`src/rtl/b64d_pkg.sv`:
```
// ----------------------------------------------------------------------------
// b64d_pkg: shared types and helpers of the base64 stream decoder
// Holds the job record passed from the front end to the back end, the depth
// of the job queue and the character classifier.
// ----------------------------------------------------------------------------
package b64d_pkg;

    // job queue between front and back
    localparam int unsigned Q_DEPTH = 4;
    localparam int unsigned Q_AW    = $clog2(Q_DEPTH);

    // one job: up to three bytes, oldest in the high bits
    typedef struct packed {
        logic [23:0] bytes;
        logic [1:0]  count;   // number of result items, 1..3
        logic        has;     // 0 for a bare end mark
        logic        done;    // last item of the job closes the message
    } t_job;

    // classifier result
    typedef struct packed {
        logic       valid;
        logic [5:0] value;
    } t_sextet;

    // plain ASCII base64 alphabet; anything else (and '=') is not valid
    function automatic t_sextet sextet_of(input logic [7:0] c);
        t_sextet r;
        r.valid = 1'b1;
        r.value = 6'd0;
        if (c inside {[8'h41:8'h5A]}) begin
            r.value = 6'(c - 8'h41);
        end else if (c inside {[8'h61:8'h7A]}) begin
            r.value = 6'(c - 8'h61 + 8'd26);
        end else if (c inside {[8'h30:8'h39]}) begin
            r.value = 6'(c - 8'h30 + 8'd52);
        end else if (c == 8'h2B) begin
            r.value = 6'd62;
        end else if (c == 8'h2F) begin
            r.value = 6'd63;
        end else begin
            r.valid = 1'b0;
        end
        return r;
    endfunction

endpackage

```
`src/rtl/b64d_front.sv`:
```
// ----------------------------------------------------------------------------
// b64d_front: character classifier and group builder
// Classifies each accepted character, gathers sextets into groups of four
// and turns a full group or a message end into one job for the back end.
// ----------------------------------------------------------------------------
module b64d_front (
    input  logic            i_clk,
    input  logic            i_rst_n,
    input  logic            i_accept,
    input  logic [7:0]      i_char,
    input  logic            i_eot,
    output logic            o_job_valid,
    output b64d_pkg::t_job  o_job
);
    import b64d_pkg::*;

    logic [17:0] r_store, n_store;
    logic [1:0]  r_fill,  n_fill;
    logic        r_halted, n_halted;

    t_sextet     sx;
    logic [17:0] st;
    logic [1:0]  fl;
    logic        hl;

    // decode step, then end-of-message flush
    always_comb begin
        sx          = sextet_of(i_char);
        st          = r_store;
        fl          = r_fill;
        hl          = r_halted;
        o_job_valid = 1'b0;
        o_job       = '{bytes: 24'd0, count: 2'd1, has: 1'b1, done: 1'b0};

        if (!r_halted) begin
            if (!sx.valid) begin
                hl = 1'b1;
            end else if (r_fill == 2'd3) begin
                o_job.bytes = {r_store, sx.value};
                o_job.count = 2'd3;
                o_job_valid = 1'b1;
                st          = 18'd0;
                fl          = 2'd0;
            end else begin
                st = {r_store[11:0], sx.value};
                fl = r_fill + 2'd1;
            end
        end

        if (i_eot) begin
            o_job.done  = 1'b1;
            o_job_valid = 1'b1;
            if (fl == 2'd2) begin
                o_job.bytes = {st[11:4], 16'd0};
                o_job.count = 2'd1;
            end else if (fl == 2'd3) begin
                o_job.bytes = {st[17:10], st[9:2], 8'd0};
                o_job.count = 2'd2;
            end else if (!(o_job.count == 2'd3 && !r_halted && sx.valid)) begin
                // nothing left: bare end mark
                o_job.bytes = 24'd0;
                o_job.count = 2'd1;
                o_job.has   = 1'b0;
            end
        end

        n_store  = r_store;
        n_fill   = r_fill;
        n_halted = r_halted;
        if (i_accept) begin
            if (i_eot) begin
                n_store  = 18'd0;
                n_fill   = 2'd0;
                n_halted = 1'b0;
            end else begin
                n_store  = st;
                n_fill   = fl;
                n_halted = hl;
            end
        end
    end

    // group state
    always_ff @(posedge i_clk) begin
        if (!i_rst_n) begin
            r_store  <= 18'd0;
            r_fill   <= 2'd0;
            r_halted <= 1'b0;
        end else begin
            r_store  <= n_store;
            r_fill   <= n_fill;
            r_halted <= n_halted;
        end
    end

endmodule

```
`src/rtl/b64d_queue.sv`:
```
// ----------------------------------------------------------------------------
// b64d_queue: job queue between front and back end
// Small register FIFO; the head entry is visible while empty is low.
// ----------------------------------------------------------------------------
module b64d_queue (
    input  logic            i_clk,
    input  logic            i_rst_n,
    input  logic            i_push,
    input  b64d_pkg::t_job  i_job,
    output logic            o_full,
    input  logic            i_pop,
    output logic            o_empty,
    output b64d_pkg::t_job  o_job
);
    import b64d_pkg::*;

    t_job          r_mem [Q_DEPTH];
    logic [Q_AW-1:0] r_wp, r_rp;
    logic [Q_AW:0]   r_cnt;
    logic            do_push, do_pop;

    assign o_full  = (r_cnt == (Q_AW+1)'(Q_DEPTH));
    assign o_empty = (r_cnt == '0);
    assign o_job   = r_mem[r_rp];
    assign do_push = i_push && !o_full;
    assign do_pop  = i_pop && !o_empty;

    // storage
    always_ff @(posedge i_clk) begin
        if (do_push) begin
            r_mem[r_wp] <= i_job;
        end
    end

    // pointers and fill
    always_ff @(posedge i_clk) begin
        if (!i_rst_n) begin
            r_wp  <= '0;
            r_rp  <= '0;
            r_cnt <= '0;
        end else begin
            if (do_push) begin
                r_wp <= r_wp + 1'b1;
            end
            if (do_pop) begin
                r_rp <= r_rp + 1'b1;
            end
            case ({do_push, do_pop})
                2'b10:   r_cnt <= r_cnt + 1'b1;
                2'b01:   r_cnt <= r_cnt - 1'b1;
                default: r_cnt <= r_cnt;
            endcase
        end
    end

endmodule

```
`src/rtl/b64d_back.sv`:
```
// ----------------------------------------------------------------------------
// b64d_back: job serializer and result register
// Takes one job from the queue and hands out its bytes one item per cycle
// while the receiver pops, through a registered result stage.
// ----------------------------------------------------------------------------
module b64d_back (
    input  logic            i_clk,
    input  logic            i_rst_n,
    input  logic            i_q_empty,
    input  b64d_pkg::t_job  i_q_job,
    output logic            o_q_pop,
    input  logic            i_pop,
    output logic            o_empty,
    output logic [7:0]      o_data_byte,
    output logic            o_has_byte,
    output logic            o_message_done
);
    import b64d_pkg::*;

    t_job       r_job;
    logic       r_job_valid;
    logic [1:0] r_idx;
    logic       r_out_valid;
    logic [7:0] r_byte;
    logic       r_has;
    logic       r_done;

    logic       out_load, advance, job_last, job_load;
    logic [7:0] sel_byte;

    // serializer control
    assign out_load = !r_out_valid || i_pop;
    assign advance  = out_load && r_job_valid;
    assign job_last = (r_idx == (r_job.count - 2'd1));
    assign job_load = !r_job_valid || (advance && job_last);
    assign o_q_pop  = job_load && !i_q_empty;

    // pick the current byte, oldest first
    always_comb begin
        case (r_idx)
            2'd0:    sel_byte = r_job.bytes[23:16];
            2'd1:    sel_byte = r_job.bytes[15:8];
            default: sel_byte = r_job.bytes[7:0];
        endcase
    end

    // job holding register
    always_ff @(posedge i_clk) begin
        if (!i_rst_n) begin
            r_job_valid <= 1'b0;
            r_idx       <= 2'd0;
        end else if (job_load) begin
            r_job_valid <= !i_q_empty;
            r_idx       <= 2'd0;
        end else if (advance) begin
            r_idx <= r_idx + 2'd1;
        end
    end

    always_ff @(posedge i_clk) begin
        if (o_q_pop) begin
            r_job <= i_q_job;
        end
    end

    // result register
    always_ff @(posedge i_clk) begin
        if (!i_rst_n) begin
            r_out_valid <= 1'b0;
        end else if (out_load) begin
            r_out_valid <= r_job_valid;
        end
    end

    always_ff @(posedge i_clk) begin
        if (advance) begin
            r_byte <= sel_byte;
            r_has  <= r_job.has;
            r_done <= r_job.done && job_last;
        end
    end

    assign o_empty        = !r_out_valid;
    assign o_data_byte    = r_byte;
    assign o_has_byte     = r_has;
    assign o_message_done = r_done;

endmodule

```
`src/rtl/base64_stream_decoder.sv`:
```
// ----------------------------------------------------------------------------
// base64_stream_decoder: streaming base64 text decoder
// Input side: one ASCII character per item, with an end-of-text flag. An
// item is taken when push is high and full is low.
// Result side: one decoded byte per item, or a bare end mark (has_byte 0).
// The oldest result is on the ports while empty is low and leaves when
// pop is high.
// A full group of four characters gives three results; the message end
// flushes a partial group and always ends with a result carrying
// message_done. Invalid characters and '=' stop decoding until the end.
// A result passes the job queue, job holding register and result register.
// Throughput: one character per cycle in; the back end hands out one result
// per cycle while pop is high, so a stream of full groups runs at one
// character per cycle. A four-entry job queue decouples the two sides; when
// the receiver stalls, the queue fills and full rises. Reset (synchronous,
// active low) clears the group state, the queue and the result register.
// ----------------------------------------------------------------------------
module base64_stream_decoder (
    input  logic       i_clk,
    input  logic       i_rst_n,
    input  logic       push,
    output logic       full,
    input  logic [7:0] i_char_in,
    input  logic       i_end_of_text,
    output logic       empty,
    input  logic       pop,
    output logic [7:0] o_data_byte,
    output logic       o_has_byte,
    output logic       o_message_done
);
    import b64d_pkg::*;

    logic accept;
    logic job_valid;
    t_job front_job;
    t_job head_job;
    logic q_empty;
    logic q_pop;

    assign accept = push && !full;

    // front end: classify and group
    b64d_front u_front (
        .i_clk       (i_clk),
        .i_rst_n     (i_rst_n),
        .i_accept    (accept),
        .i_char      (i_char_in),
        .i_eot       (i_end_of_text),
        .o_job_valid (job_valid),
        .o_job       (front_job)
    );

    // job queue
    b64d_queue u_queue (
        .i_clk   (i_clk),
        .i_rst_n (i_rst_n),
        .i_push  (accept && job_valid),
        .i_job   (front_job),
        .o_full  (full),
        .i_pop   (q_pop),
        .o_empty (q_empty),
        .o_job   (head_job)
    );

    // back end: serialize bytes
    b64d_back u_back (
        .i_clk          (i_clk),
        .i_rst_n        (i_rst_n),
        .i_q_empty      (q_empty),
        .i_q_job        (head_job),
        .o_q_pop        (q_pop),
        .i_pop          (pop),
        .o_empty        (empty),
        .o_data_byte    (o_data_byte),
        .o_has_byte     (o_has_byte),
        .o_message_done (o_message_done)
    );

endmodule
```
`config.mk`:
```
export PLATFORM = sky130hd
export DESIGN_NAME = base64_stream_decoder
export DESIGN_NICKNAME = d
export VERILOG_FILES = /design/src/rtl/b64d_pkg.sv /design/src/rtl/b64d_front.sv /design/src/rtl/b64d_queue.sv /design/src/rtl/b64d_back.sv /design/src/rtl/base64_stream_decoder.sv
export SDC_FILE = /design/constraint.sdc
export NUM_CORES = 1
export LEC_CHECK = 0
export ABC_AREA = 1
export ABC_CLOCK_PERIOD_IN_PS = 4030
export BUFFER_PORTS_ARGS = -buffer_cell sky130_fd_sc_hd__buf_2
export CORE_UTILIZATION = 45
export CTS_BUF_LIST = sky130_fd_sc_hd__clkbuf_16
export DETAILED_ROUTE_END_ITERATION = 8
export SETUP_SLACK_MARGIN = 0.3
export SLEW_MARGIN = 20
export SYNTH_ARGS = -nofsm -noshare
export SYNTH_HDL_FRONTEND = slang
export SYNTH_SLANG_ARGS = --single-unit
```
`constraint.sdc`:
```
create_clock -name i_clk -period 4.03 [get_ports i_clk]
set_input_delay 0.403 -clock i_clk [delete_from_list [all_inputs] [get_ports i_clk]]
set_output_delay 0.403 -clock i_clk [all_outputs]
set_load 0.03 [all_outputs]
```
==> run summary, run 1 <==
The run finished with clean final reports. The number of detailed-routing iterations run before antenna repair is 5, and the achievable clock frequency is 0.309 GHz. The combined global-route utilization of all metal layers came out at 20.7%. The reported leakage power is 3.18 nW, and the final worst-path cycle share is 80.4%. Measured in cells, the most critical reg-to-reg path has a length of 11. The final hold slack was 0.272 ns. After synthesis, the largest area contributor takes up 55.8% of total cell area. The endpoint of the worst-slack reg-to-reg timing path was u_queue.r_cnt[2].

The repair_antennas step left the layout with diodes totalling 0. In this design, the stage delay of the slowest critical-path cell is 0.43 ns. Most frequent standard cell in the layout excluding fill and tap cells: sky130_fd_sc_hd__nand2_1. In the final layout, the share of cells above drive strength 1 is 11.2%.

The number of hold buffers added after CTS is 0, and the via count is 5,634. After global routing the overflow that remains totals 0. Family with the most delay on the worst path: compound AO/OA/AOI/OAI gates. The final weighted congestion in routability-driven placement was 0.805.

During placement, the flow inserted port buffers numbering 24. The cell area that synthesis handed to floorplanning was 8070 sq um. The share of synthesized area occupied by flip-flops and latches came out at 63.8%. The I/O pin count was 25; the sequential fraction of design power was 47.5%.

The tool flagged a number of max-cap violations equal to 0. In this run, placement finished with an instance count of 1,012. Gates resized during post-CTS repair numbered 0. Power spread over the standard cell area amounts to 591 nW/um^2. The die is 136 um wide. Along the worst hold path, the cell count comes to 3.

The number of buffers created by CTS was 17. Clock-pin slew was measured on the worst setup and hold paths at 0.07 ns. After detailed routing, the number of remaining DRC violations is 0.

The clock arrives with 0.00733 ns of skew. The number of antenna violations at the first check in global routing is 0, and the proportion of register bits with asynchronous set or reset after synthesis is 0%. The die outline height works out to 136 um. The tools report the launching point of the worst reg2reg path as u_front.r_halted. The slowest stage of the critical path is the sky130_fd_sc_hd__fa_1 cell. The run gives 182 as the clock net sink count.

The tools report the placement row count as 48. The cell at the root of the clock tree is sky130_fd_sc_hd__clkbuf_16. After synthesis, the mean cell area works out to 10.3 sq um. The run gives 356 uV as the peak supply drop. The number of synthesized register bits is 182. The endpoint of the worst hold-timing path was u_back.r_out_valid.

The clock reaches the later pin of the worst-skew pair after 0.42 ns. Cells fill 51.5% of the core in the end. HPWL after detailed placement: 11,600 um.

The number of nets produced by synthesis is 817, and the largest net degree at the start of global routing is 59. The area growth from synthesis to layout is 11.3%, and the data required time of the worst path is 4.33 ns. Traced cell by cell, the critical path runs through buf_2 -> inv_1 -> ha_1 -> nand2_1 -> a21oi_1 -> nand2_1 -> nand2_1 -> nand3_4 -> nand2_4 -> nor2_4 -> o21bai_2 -> ha_1 -> inv_1 -> fa_1 -> a21oi_1 -> o21ai_0 -> o21ai_0 -> a21oi_1. Cell internal power was estimated by the tool at 0.00362 W. The synthesized design contains 150 enable-type register cells. At the worst endpoint, the arrival time is 3.54 ns. For the level count of the clock H-tree, the log shows 4.

STA classifies the critical path startpoint as an input pin. After detailed routing, the average wire length per cell comes to 17.2 um. Setup repair after global routing left no endpoint under its margin. The worst path needs 3.24 ns of the cycle, external delays included. In this run the worst hold path is classified as in -> reg. Setup violations remaining at the end of the flow were counted as 0. For this run, the leading register cell type out of synthesis is sky130_fd_sc_hd__edfxtp_1. Ranked by total cell area, the synthesized netlist is headed by sky130_fd_sc_hd__edfxtp_1, sky130_fd_sc_hd__nand2_1, sky130_fd_sc_hd__dfxtp_1, sky130_fd_sc_hd__o21ai_0, sky130_fd_sc_hd__nor2_1. The critical path is of the in -> reg type.

The wire length of the first global-routing pass was 28,600 um; the largest fanout on the critical path was 18. Of the total power, the share spent switching nets is 31.8%. Final-report hold violation count: 0. The die covers 18,500 sq um. Per report_power, the combinational group accounts for 23.1% of the total. Setup slack on the worst reg-to-reg path comes out at 1.41 ns. The detailed router finished its first iteration with 552 violations. The total count of max-transition violations in the final report is 0. Leaving out fill and tap cells, the most frequent cells in the layout are sky130_fd_sc_hd__nand2_1, sky130_fd_sc_hd__edfxtp_1, sky130_fd_sc_hd__nor2_1. TritonCTS built the clock tree. After routing, the total negative slack on setup checks comes to 0 ns. The via count normalized by instance count was 5.40.

The netlist uses 39 different library cells. The cell count after synthesis came out at 786. For this run, the post-layout net count is 837. Summed over all layers, the routed wires come to 17,900 um.

Headroom to the max-slew limit came out at 32.3%. For the number of buffers between clock root and the deepest sink, the log shows 2. For this design the total switching power over the nets is 0.00168 W. The number of nets with antenna violations after detailed routing is 0, and the actual transition at the worst max-transition pin is 1.01 ns. The number of standard cells in the layout, taps in and fillers out is 1,044, and the number of warnings reported in the yosys synthesis log is 0.

The startpoint identified for the worst hold timing path is pop. The clock network burns 29.3% of the power. The initial utilization of the core area, before any placement, comes to 46.3%. Once the clock tree was built, the setup fixing pass inserted 0 buffers. Counting both buffers and inverters, the worst setup path holds a total of 3.

The dominant cell type by area after synthesis is sky130_fd_sc_hd__edfxtp_1. STA classifies the critical path endpoint as a register. The logs give 5,401 for the via count of the first global-routing pass and 17,400 sq um for the standard cell core area.
## synthesized netlist by cell type (all sizes together) (2+ instances only)
cell	instances
nand3	34
nand3b	2
xnor2	2
nand2	180
clkbuf	25
a21oi	40
edfxtp	150
dfxtp	32
ha	17
nand4	5
nor2	100
a22oi	8
o22ai	28
buf	7
xor2	4
inv	56
o21ai	88
## cell type report
| class | count | area [sq um] |
|---|---|---|
| sequential | 182 | 5140 |
| timing repair buffer | 33 | 188 |
| clock inverter | 15 | 129 |
| multi-input combinational | 515 | 2590 |
| fill | 1563 | 8440 |
| clock buffer | 17 | 425 |
| inverter | 57 | 216 |
| tap | 225 | 282 |
## worst max-delay path by stage
stage,depth (start not counted),to,start,slack [ns]
4_1_cts,18,u_queue.r_cnt[2],i_char_in[2],0.80
3_5_place_dp,18,u_queue.r_cnt[2],i_char_in[2],0.37
2_1_floorplan,13,u_queue.r_mem[0][0],i_char_in[0],0.68
3_3_place_gp,18,u_queue.r_cnt[2],i_char_in[2],0.44
6_report,18,u_queue.r_cnt[2],i_char_in[2],0.79
5_1_grt,18,u_queue.r_cnt[2],i_char_in[2],0.52
## cells by family after synthesis
family	count (synthesis)	share of synthesized area (%)
simple gates	322	16.9
flops	182	63.8
compound gates	169	11.4
buf+inv	89	4.45
fa+ha+maj	18	2.88
xor+xnor	6	0.651
## layer usage
metal | track usage (%) | wire length, um | share of wire (%)
met1 | 26.4 | 7950 | 44
met5 | 0 | 0 | 0
met3 | 4.18 | 921 | 5.1
met2 | 35.2 | 8830 | 49
met4 | 6.48 | 221 | 1.2
## stage by stage
stage	power (W)	area (sq um)	worst slack, ns
floorplan	0.00340	8080	0.677
global placement	0.00376	8420	0.437
detailed placement	0.00380	8420	0.374
CTS	0.00534	8980	0.796
global route	0.00558	8980	0.519
finish	0.00530	8980	0.792
## power by group through the flow
stage               combinational, W  clock (W)  sequential [W]
finish                       0.00123    0.00156         0.00252
global route                 0.00138    0.00166         0.00254
CTS                          0.00124    0.00158         0.00252
detailed placement           0.00124          0         0.00256
global placement             0.00120          0         0.00256
floorplan                   0.000794          0         0.00260
## tightest hold or removal path, delay by kind of cell
kind / cells / cell delay, ns
AND/OR/NAND/NOR: 1 / 0.11
AO/OA/AOI/OAI: 1 / 0.06
buffers and inverters: 1 / 0.07
## sequential cells by signal, summed over array words and instances, names as in the netlist
register and flops:
u_back.o_data_byte 8, u_back.o_has_byte 1, u_back.o_message_done 1, u_back.r_idx 2, u_back.r_job 28, u_back.r_job_valid 1, u_back.r_out_valid 1, u_front.r_fill 2
u_front.r_halted 1, u_front.r_store 18, u_queue.r_cnt 3, u_queue.r_mem 112, u_queue.r_rp 2, u_queue.r_wp 2
Note: power is estimated with default switching activity, not from simulation.
==> inputs of run 2 (changes only) <==
Settings changed: ABC_AREA 1 to 0, ABC_CLOCK_PERIOD_IN_PS 4030 to 3400.
Clock period 4.03 ns to 3.4 ns, I/O delays scaled along.
==> run 2 against run 1 <==
Effect of this change: core utilization increased by 1.4 points; die area down 3.5%; routed wire length decreased by 12%; register-to-register slack got worse by 0.75 ns; sequential share of layout area up 0.87 points; global-route usage shrank 1.4 points; critical path type unchanged.
==> run summary, run 2 <==
The distinct cell type count after synthesis was 70 (+79%); the count of endpoints failing setup in the final report was 0 (unchanged). The largest fanout on the critical path is 10 (-8), and the area growth from synthesis to layout is 13.7%. The min-delay analysis places its worst path in the category in -> reg. The wire length on met3 was 623 um (-32%); the reported leakage power was 3.09 nW (-2.8%). The run gives 8290 sq um (-1.5%) as the placement-stage cell area.

For the met2 routed wirelength, the log shows 7750 um (-12%). The top cell types in the final layout, fill and taps aside, are sky130_fd_sc_hd__edfxtp_1, sky130_fd_sc_hd__nor2_1, sky130_fd_sc_hd__nand2_1. The tools report the data required time of the worst path as 3.70 ns (-0.63 ns). The flip-flop count of the largest register after layout came out at 112 (unchanged).

The number of antenna violations at the first check in global routing is 0 (unchanged). The proportion of register bits with asynchronous set or reset after synthesis is 0% (unchanged), and the via count is 4,528 (-20%). The logs give 10,600 um (-8.4%) for the HPWL after detailed placement and 66.1% (+2.4 points) for the share of synthesized area occupied by flip-flops and latches. By area the synthesized netlist is led by sky130_fd_sc_hd__edfxtp_1, sky130_fd_sc_hd__dfxtp_1, sky130_fd_sc_hd__mux4_2, sky130_fd_sc_hd__ha_1, sky130_fd_sc_hd__a22oi_1.

The total non-filler cell area in the finished layout is 8850 sq um (-1.4%). The number of nets with antenna violations after detailed routing is 0 (unchanged), and the number of nets produced by synthesis is 557 (-32%). The peak supply drop came out at 401 uV (+13%). The initial cell density of the core is 46.6% (+0.25 points), and the routed metal-1 wire length is 7320 um (-7.9%).

The clock-pin transition on the worst setup and hold timing paths works out to 0.07 ns (about the same). STA classifies the critical path endpoint as a register. The die outline height was 133 um (-1.8%); the die boundary width was 133 um (-1.8%). The synthesized area per cell was 14.8 sq um (+44%); the combined global-route utilization of all metal layers was 19.3% (-1.4 points).

The remaining global-route overflow is 0 (unchanged), and the wire length of the first global-routing pass is 25,400 um (-11%). For the standard cell core area, the log shows 16,700 sq um (-4.1%). The run gives 5 (unchanged) as the number of detailed-routing iterations run before antenna repair.

The run finished with clean final reports. The largest net degree at the start of global routing is 31 (-47%). The remaining max-slew budget at the tightest pin is 34.4% (+2.1 points), and the violation count after the first detailed-routing iteration is 478 (-13%).

For the count of antenna diodes in the layout, the log shows 0 (unchanged). Clock latency on the worst-skew pair: 0.43 ns (about the same). The remaining routing DRC violations is 0 (unchanged). The max capacitance violation total is 0 (unchanged), and the fraction of layout cells with a size suffix above 1 is 21.1% (+9.9 points). u_queue.r_mem holds more flip-flops than any other register. sky130_fd_sc_hd__edfxtp_1 takes more of the synthesized area than any other cell. The run gives 0 (unchanged) as the final-report hold violation count. The number of buffers created by CTS is 17 (unchanged).

TritonCTS built the clock tree. The worst setup path is launched from an input pin. The tools report the total setup buffers inserted after CTS as 0 (unchanged). The number of enable flip-flop cells after synthesis is 150 (unchanged), and the final routed wirelength across all metal layers is 15,800 um (-12%). The critical path is of the in -> reg type.

The tools report the final clock skew as 0.00994 ns (+0.00261 ns). The tools report the post-synth design cell area as 7780 sq um (-3.6%). The setup TNS after final layout came out at 0 ns (unchanged). The largest registers in the layout are u_queue.r_mem (112), u_back.r_job (28), u_front.r_store (18). The quantity of I/O buffers inserted on ports was 24 (unchanged).

The tools report the number of buffers between clock root and the deepest sink as 2 (unchanged). Final weighted congestion in routability-driven placement: 0.867 (+7.7%). The I/O pin count is 25 (unchanged). The most common cell in the synthesized netlist is sky130_fd_sc_hd__edfxtp_1. Total die area: 17,800 sq um (-3.5%). The top routing layer in use is met4.

Leaving out fill and tap cells, the most frequent cell in the layout is sky130_fd_sc_hd__edfxtp_1. The total count of max-transition violations in the final report was 0 (unchanged); the level count of the clock H-tree was 4 (unchanged). Fraction of synthesized cell area taken by the top area cell type: 57.9% (+2.1 points).

Sorting the synthesized cells by how often they occur yields sky130_fd_sc_hd__edfxtp_1, sky130_fd_sc_hd__nor2_1, sky130_fd_sc_hd__nand2_1. The number of synthesized register bits is 182 (unchanged). Setup repair after global routing left no endpoint under its margin. Data arrival time of the critical path: 3.14 ns (-0.40 ns).

For this run, the top clock speed supported by timing is 0.352 GHz. The number of gates resized after CTS came out at 0 (unchanged). The post-synthesis cell count is 526 (-33%). The power density over cell area is 670 nW/um^2 (+13%), and the via count of the first global-routing pass is 4,479 (-17%). The number of warnings reported in the yosys synthesis log is 0 (unchanged), and the final worst-path cycle share is 83.6%. The via count normalized by instance count came out at 5.67 (+5.1%). The post-layout net count is 596 (-29%). The worst path needs 2.84 ns of the cycle, external delays included.

The tools report the clock net sink count as 182 (unchanged). The wire length per cell came out at 19.8 um (+16%). The tools report the cell at the root of the clock tree as sky130_fd_sc_hd__clkbuf_16. The tools report the number of hold buffers added after CTS as 0 (unchanged).

The placement row count was 47 (-2.1%); the actual transition at the worst max-transition pin was 0.983 ns (-0.0318 ns). The most common flop cell mapped by yosys was sky130_fd_sc_hd__edfxtp_1.
[run 2: cell count changes after synthesis, sizes merged, moves of 28 or more]
cell,delta
nor2,-56
mux4,+28
nand2,-142
o22ai,-28
inv,-34
o21ai,-66
[run 2: metal layers]
metal,GRT usage (%),vias to the layer above
li1,-,2105
met1,26.6,2293
met2,31.3,116
met3,4.11,14
met4,4.73,0
met5,0,-
[run 2: per-stage QoR]
stage	hold WS [ns]	total power, W	instances	utilization, %	worst slack [ns]
6_report	0.199	0.00593	798	53.0	0.558
5_1_grt	0.192	0.00619	798	53.0	0.321
4_1_cts	0.181	0.00599	798	53.0	0.575
3_5_place_dp	0.430	0.00416	766	49.7	0.130
3_3_place_gp	0.411	0.00413	766	49.7	0.195
2_1_floorplan	0.400	0.00379	526	-	0.312
[run 2: final timing paths]
kind,cells past startpoint,start,slack (ns),endpoint
worst min-delay path,2,i_rst_n,0.20,u_front.r_halted
worst max register to register,10,u_back.r_job[3],0.66,u_queue.r_cnt[2]
worst min register to register,0,u_back.r_job[1],0.45,u_back.o_has_byte
worst max-delay path,12,i_char_in[2],0.56,u_queue.r_mem[0][14]
[run 2: where the power goes]
group | internal [W] | switching (W)
Combinational | 0.000436 | 0.000628
Clock | 0.00101 | 0.000831
Sequential | 0.00284 | 0.000183
[run 2: kinds of logic after synthesis]
family | count (synthesis) | synth area share, %
DFF | 182 | 66.1
and+or+nand+nor | 143 | 9.59
AOI/OAI and AO/OA | 101 | 9.49
buffers and inverters | 44 | 2.53
muxes | 30 | 8.36
adders and majority gates | 18 | 2.99
xor gates and xnor gates | 8 | 0.901
[run 2: cell type report]
| cell class | instances | area, sq um |
|---|---|---|
| clock buffer | 17 | 425 |
| clock inverter | 15 | 129 |
| fill | 1404 | 7850 |
| inverter | 22 | 86.3 |
| multi-input combinational | 300 | 2470 |
| sequential | 182 | 5150 |
| tap | 220 | 275 |
| timing repair buffer | 42 | 318 |
[run 2: critical path, cell delays in order]
cell                         delay, ns
sky130_fd_sc_hd__buf_2            0.20
sky130_fd_sc_hd__clkinvlp_4       0.20
sky130_fd_sc_hd__ha_4             0.23
sky130_fd_sc_hd__nor2b_1          0.14
sky130_fd_sc_hd__o221ai_1         0.35
sky130_fd_sc_hd__a32oi_4          0.10
sky130_fd_sc_hd__buf_4            0.19
sky130_fd_sc_hd__nor4b_4          0.52
sky130_fd_sc_hd__o21bai_1         0.24
sky130_fd_sc_hd__inv_2            0.12
sky130_fd_sc_hd__o31ai_1          0.31
sky130_fd_sc_hd__buf_4            0.19
